## src/hw/rtl/dit_pkg.sv

```systemverilog
// Package for the intern table: sizes, mode codes, request and response types.
// Depends on nothing.
package dit_pkg;

	localparam int TABLE_DEPTH = 16;
	localparam int ENTRY_BITS  = 64;
	localparam int IDX_BITS    = (TABLE_DEPTH > 1) ? $clog2(TABLE_DEPTH) : 1;
	localparam int CNT_BITS    = $clog2(TABLE_DEPTH + 1);
	localparam int RIDX_CMP_BITS = (CNT_BITS > 8) ? CNT_BITS : 8;

	localparam logic [1:0] MODE_INTERN = 2'd0;
	localparam logic [1:0] MODE_READ   = 2'd1;
	localparam logic [1:0] MODE_CLEAR  = 2'd2;

	typedef struct packed {
		logic [1:0]  mode;
		logic [63:0] entry_value;
		logic [7:0]  read_index;
	} req_t;

	typedef struct packed {
		logic [3:0]  slot_index;
		logic        was_present;
		logic        table_full;
		logic [63:0] read_value;
		logic        read_in_range;
	} rsp_t;

	typedef enum logic [1:0] {
		ST_IDLE,
		ST_SCAN,
		ST_READ,
		ST_RESP
	} state_t;

	function automatic logic [3:0] to_slot(input logic [IDX_BITS-1:0] idx);
		logic [IDX_BITS+3:0] ext;
		ext = {4'd0, idx};
		return ext[3:0];
	endfunction

endpackage

```

## src/hw/rtl/dit_ram.sv

```systemverilog
// Generic single-port-write, single-port-read RAM with registered read data.
// Depends on nothing.
module dit_ram #(
	parameter int WIDTH = 64,
	parameter int DEPTH = 16,
	localparam int AW = (DEPTH > 1) ? $clog2(DEPTH) : 1
) (
	input  logic             clk,
	input  logic             we,
	input  logic [AW-1:0]    waddr,
	input  logic [WIDTH-1:0] wdata,
	input  logic             re,
	input  logic [AW-1:0]    raddr,
	output logic [WIDTH-1:0] rdata
);

	logic [WIDTH-1:0] mem [DEPTH];

	always_ff @(posedge clk) begin
		if (we) begin
			mem[waddr] <= wdata;
		end
		if (re) begin
			rdata <= mem[raddr];
		end
	end

endmodule

```

## src/hw/rtl/dedup_intern_table.sv

```systemverilog
// Top level of the deduplicating intern table: sequencer, entry count, output register.
// Depends on dit_pkg and dit_ram.
//
// channel | signals                       | moves
// --------+-------------------------------+------------------------------
// req     | req_valid, req_ready, req     | one intern/read/clear request
// rsp     | rsp_valid, rsp_ready, rsp     | one result per request
//
// An intern compares the stored entries in slot order and ends at the first match or,
// on a miss, after the last entry; the single RAM read port scans one slot per cycle.
// A read passes through ST_READ; clear and unused mode go straight to ST_RESP.
// The next request is taken once the result has moved into the output register,
// even while that register still waits for rsp_ready.
// Reset empties the table at once; entry contents are not cleared.
module dedup_intern_table (
	input  logic          clk,
	input  logic          arst_n,
	input  logic          req_valid,
	output logic          req_ready,
	input  dit_pkg::req_t req,
	output logic          rsp_valid,
	input  logic          rsp_ready,
	output dit_pkg::rsp_t rsp
);
	import dit_pkg::*;

	state_t                state_q, state_d;
	logic [CNT_BITS-1:0]   count_q, count_d;
	logic [CNT_BITS-1:0]   scan_q, scan_d;
	logic                  pend_q, pend_d;
	logic [IDX_BITS-1:0]   cmp_idx_q, cmp_idx_d;
	logic [ENTRY_BITS-1:0] word_q, word_d;
	logic                  rd_ok_q, rd_ok_d;
	rsp_t                  res_q, res_d;
	rsp_t                  rsp_q;
	logic                  rsp_valid_q;
	logic                  load;

	logic                  ram_we;
	logic [IDX_BITS-1:0]   ram_waddr;
	logic                  ram_re;
	logic [IDX_BITS-1:0]   ram_raddr;
	logic [ENTRY_BITS-1:0] ram_rdata;

	dit_ram #(
		.WIDTH(ENTRY_BITS),
		.DEPTH(TABLE_DEPTH)
	) u_ram (
		.clk  (clk),
		.we   (ram_we),
		.waddr(ram_waddr),
		.wdata(word_q),
		.re   (ram_re),
		.raddr(ram_raddr),
		.rdata(ram_rdata)
	);

	assign req_ready = (state_q == ST_IDLE);
	assign rsp_valid = rsp_valid_q;
	assign rsp       = rsp_q;

	always_comb begin
		state_d   = state_q;
		count_d   = count_q;
		scan_d    = scan_q;
		pend_d    = 1'b0;
		cmp_idx_d = cmp_idx_q;
		word_d    = word_q;
		rd_ok_d   = rd_ok_q;
		res_d     = res_q;
		ram_we    = 1'b0;
		ram_waddr = count_q[IDX_BITS-1:0];
		ram_re    = 1'b0;
		ram_raddr = scan_q[IDX_BITS-1:0];
		load      = 1'b0;
		unique case (state_q)
			ST_IDLE: begin
				if (req_valid) begin
					res_d = '0;
					unique case (req.mode)
						MODE_INTERN: begin
							word_d  = req.entry_value[ENTRY_BITS-1:0];
							scan_d  = '0;
							state_d = ST_SCAN;
						end
						MODE_READ: begin
							rd_ok_d   = RIDX_CMP_BITS'(req.read_index) <
								RIDX_CMP_BITS'(count_q);
							ram_re    = rd_ok_d;
							ram_raddr = IDX_BITS'(req.read_index);
							state_d   = ST_READ;
						end
						MODE_CLEAR: begin
							count_d = '0;
							state_d = ST_RESP;
						end
						default: begin
							state_d = ST_RESP;
						end
					endcase
				end
			end
			ST_SCAN: begin
				priority if (pend_q && ram_rdata == word_q) begin
					res_d.slot_index  = to_slot(cmp_idx_q);
					res_d.was_present = 1'b1;
					state_d           = ST_RESP;
				end else if (scan_q < count_q) begin
					ram_re    = 1'b1;
					pend_d    = 1'b1;
					cmp_idx_d = scan_q[IDX_BITS-1:0];
					scan_d    = scan_q + 1'b1;
				end else if (!pend_q) begin
					if (count_q == CNT_BITS'(TABLE_DEPTH)) begin
						res_d.table_full = 1'b1;
					end else begin
						ram_we           = 1'b1;
						res_d.slot_index = to_slot(count_q[IDX_BITS-1:0]);
						count_d          = count_q + 1'b1;
					end
					state_d = ST_RESP;
				end else begin
					pend_d = 1'b0;
				end
			end
			ST_READ: begin
				if (rd_ok_q) begin
					res_d.read_value    = 64'(ram_rdata);
					res_d.read_in_range = 1'b1;
				end
				state_d = ST_RESP;
			end
			ST_RESP: begin
				if (!rsp_valid_q || rsp_ready) begin
					load    = 1'b1;
					state_d = ST_IDLE;
				end
			end
			default: begin
				state_d = ST_IDLE;
			end
		endcase
	end

	always_ff @(posedge clk or negedge arst_n) begin
		if (!arst_n) begin
			state_q     <= ST_IDLE;
			count_q     <= '0;
			scan_q      <= '0;
			pend_q      <= 1'b0;
			rsp_valid_q <= 1'b0;
		end else begin
			state_q     <= state_d;
			count_q     <= count_d;
			scan_q      <= scan_d;
			pend_q      <= pend_d;
			rsp_valid_q <= load | (rsp_valid_q & ~rsp_ready);
		end
	end

	always_ff @(posedge clk) begin
		cmp_idx_q <= cmp_idx_d;
		word_q    <= word_d;
		rd_ok_q   <= rd_ok_d;
		res_q     <= res_d;
		if (load) begin
			rsp_q <= res_q;
		end
	end

endmodule

```

## config.mk

```make
export PLATFORM = sky130hd
export DESIGN_NAME = dedup_intern_table
export DESIGN_NICKNAME = d
export VERILOG_FILES = /design/src/hw/rtl/dit_pkg.sv /design/src/hw/rtl/dit_ram.sv /design/src/hw/rtl/dedup_intern_table.sv
export SDC_FILE = /design/constraint.sdc
export NUM_CORES = 2
export LEC_CHECK = 0
export ABC_CLOCK_PERIOD_IN_PS = 9030
export BUFFER_PORTS_ARGS = -buffer_cell sky130_fd_sc_hd__clkbuf_2
export CAP_MARGIN = 20
export CORE_AREA = 3 3 411 210
export CTS_BUF_LIST = sky130_fd_sc_hd__clkbuf_8
export CTS_CLUSTER_DIAMETER = 80
export DETAILED_ROUTE_END_ITERATION = 8
export DIE_AREA = 0 0 414 213
export GPL_TIMING_DRIVEN = 0
export PLACE_DENSITY = 0.74
export RECOVER_POWER = 50
export SLEW_MARGIN = 20
export SYNTH_ARGS = -nofsm -noshare
export SYNTH_HDL_FRONTEND = slang
export SYNTH_SLANG_ARGS = --single-unit
```

## constraint.sdc

```tcl
create_clock -name clk -period 9.03 [get_ports clk]
set_clock_uncertainty 0.2 [all_clocks]
set_input_delay 1.3545 -clock clk [delete_from_list [all_inputs] [get_ports clk]]
set_output_delay 1.3545 -clock clk [all_outputs]
set_load 0.03 [all_outputs]
```

==> reports/qor.yml <==
hold_path:
  min_path_type: "flop to flop"
power:
  p_total_w: 0.0167
  power.density_nw_per_um2: 298
  peakVddDrop_v: 0.000168
  leakage_nw: 18.5
timing:
  setup_slack_ps: 3960
  fin_hold_ws_ps: 216
  period_minus_slack_ps: 5070
  fmax_ghz: 0.197
  setup_viol: 0
  slew-limit-headroom_pct: -83.0
  period_share_pct: 56.1
  rsz0062_at_grt: "no"
  tightest_slew_ps: 2740
  hold_viol: 0
  finalMaxSlewViolations: 105
synth:
  synthCells: 2866
  avgSynthCellArea_sq_um: 17.3
  synth.distinct_cells: 52
  syn_area_sq_um: 49500
  synth_seq_cells: 1313
  synth_warnings: 0
  synth-edff-count: 1299
  yosysSeqAreaShare_pct: 79.5
  yosys-top-cells-area: "edfxtp_1 (79%), mux4_2 (5.8%), nand2_1 (4.1%)"
  synth_nets: 2961
  synth_top_area_share_pct: 78.8
  synth_top_area_cell: "edfxtp_1"
  async_flop_share_pct: 1.07
  synth_ff_type: "edfxtp_1"
finish:
  nets: 3365
  drive_gt1_share_pct: 18.3
  postLayoutCoreUtil_pct: 67.4
  fillers: 5380
  layout_common_cells: "edfxtp_1 (1299), nand2_1 (538), nand3_1 (264)"
  syn_to_final_growth_pct: 13.2
  final_cell_area_sq_um: 56000
  final_common_cell: "edfxtp_1"
run_status:
  violations: "max-capacitance violations, max-slew violations"
  outcome: "complete, but fails checks"
cts:
  cts-hold-fix-buffers: 0
  htreeDepth: 4
  cts_tree: "done"
  cts_buffers: 170
  cts.root.buffer_cell: "clkbuf_8"
  cts_setup_buffers: 0
  path_clk_slew_ps: 60
  cts_resized: 0
  cts.path.max_buffers: 3
  clock_latency_ps: 840
  clock_sinks: 1313
placement:
  port_buffers: 150
  placed_cell_area_sq_um: 53200
  pre_cts_ws_ps: 3970
  dpl.hpwl_um: 85600
  routabilityCongestion: 0.868
drt:
  num_vias: 28400
  routed_wl_um: 126000
  ant_nets: 0
  wl_per_cell_um: 27.8
  drc: 0
  dr.pass1.iters: 7
  drt-initial-drc-count: 4841
  vias_per_cell: 6.29
global_routing:
  grt_start_max_net_pins: 46
  grt-ovfl-total: 0
  grt_pass1_vias: 27600
  grt_usage_pct: 28.8
  antenna_found_initial: 2
  grt_first_pass_wirelength_um: 183000
die:
  pin_count: 151
  core_area_sq_um: 83100
  die_y_um: 213
  die_area_sq_um: 88200
  initial_core_util_pct: 59.5
  rows: 75
  die_w_um: 414
critical_path:
  criticalPathCategory: "primary input to flop"
  cp-start-kind: "primary input"
  cp_data_arrival_time_ps: 5240
  required_ps: 9200
  path_max_fanout: 45
  cp-end-kind: "flop"
job:
  drv_cap: 4
==> final timing paths <==
path | slack [ps] | from | cells past startpoint | endpoint
worst min register to register | 220 | res_q[26]$_SDFFCE_PN0P_ | 0 | rsp[26]$_DFFE_PP_
max in group asynchronous | 7700 | arst_n | 1 | scan_q[3]$_DFFE_PN0P_
worst min-delay path | 220 | res_q[26]$_SDFFCE_PN0P_ | 0 | rsp[26]$_DFFE_PP_
worst max register to register | 4060 | state_q[0]$_DFFE_PN0P_ | 3 | rsp[24]$_DFFE_PP_
min in group asynchronous | 400 | arst_n | 1 | count_q[1]$_DFFE_PN0P_
worst max-delay path | 3960 | rsp_ready | 4 | rsp[24]$_DFFE_PP_
==> logic make-up (layout without fill, tap and decap cells) <==
group	count (synthesis)	count (layout)	share of synthesized area (%)
muxes	140	140	6.08
DFF	1313	1313	79.5
AOI/OAI and AO/OA	165	165	2.12
adders and majority gates	17	17	0.430
xor gates and xnor gates	66	66	1.17
buffers and inverters	153	683	1.39
and+or+nand+nor	1012	1012	9.29
other	0	1	0
==> worst max-delay path: stages <==
cell and delay, ps:
clkbuf_2 70, nand2b_1 140, and2_0 1550, clkbuf_1 2020
==> synth_stat cells, types with 9 or more instances <==
cell,count
edfxtp_1,1299
inv_1,10
buf_1,12
nand2_1,537
clkbuf_1,87
a21oi_1,9
mux4_2,128
nand4_1,75
ha_1,17
nor4_1,12
xnor2_1,30
xor2_1,36
a22oi_1,65
nand3_1,264
dfrtp_1,14
buf_2,30
and2_1,68
o21ai_1,64
nor2_1,30
==> routing by layer <==
metal  track usage (%)  vias to the layer above  wire length, um
met2              39.6                     2185            52400
li1                  -                    11800                -
met1              44.0                    14100            49700
met3              10.0                      247            20200
met4              8.47                        2             3200
met5                 0                        -               19
==> cell type report <==
class / count / area, sq um / area share (%)
Buffer: 142 / 644 / 1.15
Multi-Input combinational cell: 1400 / 9570 / 17.1
Clock inverter: 124 / 553 / 0.987
Clock buffer: 174 / 2390 / 4.27
Timing Repair Buffer: 232 / 2070 / 3.70
Inverter: 11 / 41.3 / 0.0737
Tap cell: 1116 / 1400 / 2.49
Antenna cell: 1 / 2.50 / 0.00447
Sequential cell: 1313 / 39400 / 70.2
==> through the flow <==
stage / TNS, ps / instances
2_1_floorplan: 0 / 2866
3_3_place_gp: -525370 / 4132
3_5_place_dp: 0 / 4214
4_1_cts: 0 / 4512
5_1_grt: 0 / 4513
6_report: 0 / 4513
==> power breakdown <==
| part | switching (W) | internal, W | total, W |
|---|---|---|---|
| logic | 0.00317 | 0.00147 | 0.00464 |
| registers | 0.000353 | 0.00773 | 0.00808 |
| clock network | 0.00217 | 0.00180 | 0.00397 |
| total | 0.00570 | 0.0110 | 0.0167 |
==> registers in the layout, indices dropped and copies added, names as in the netlist <==
name / count
cmp_idx_q: 4
scan_q: 5
word_q: 64
rsp_valid: 1
pend_q: 1
u_ram.mem: 1024
rd_ok_q: 1
res_q: 71
rsp: 71
u_ram.rdata: 64
state_q: 2
count_q: 5
(Power assumes the default switching activity.)
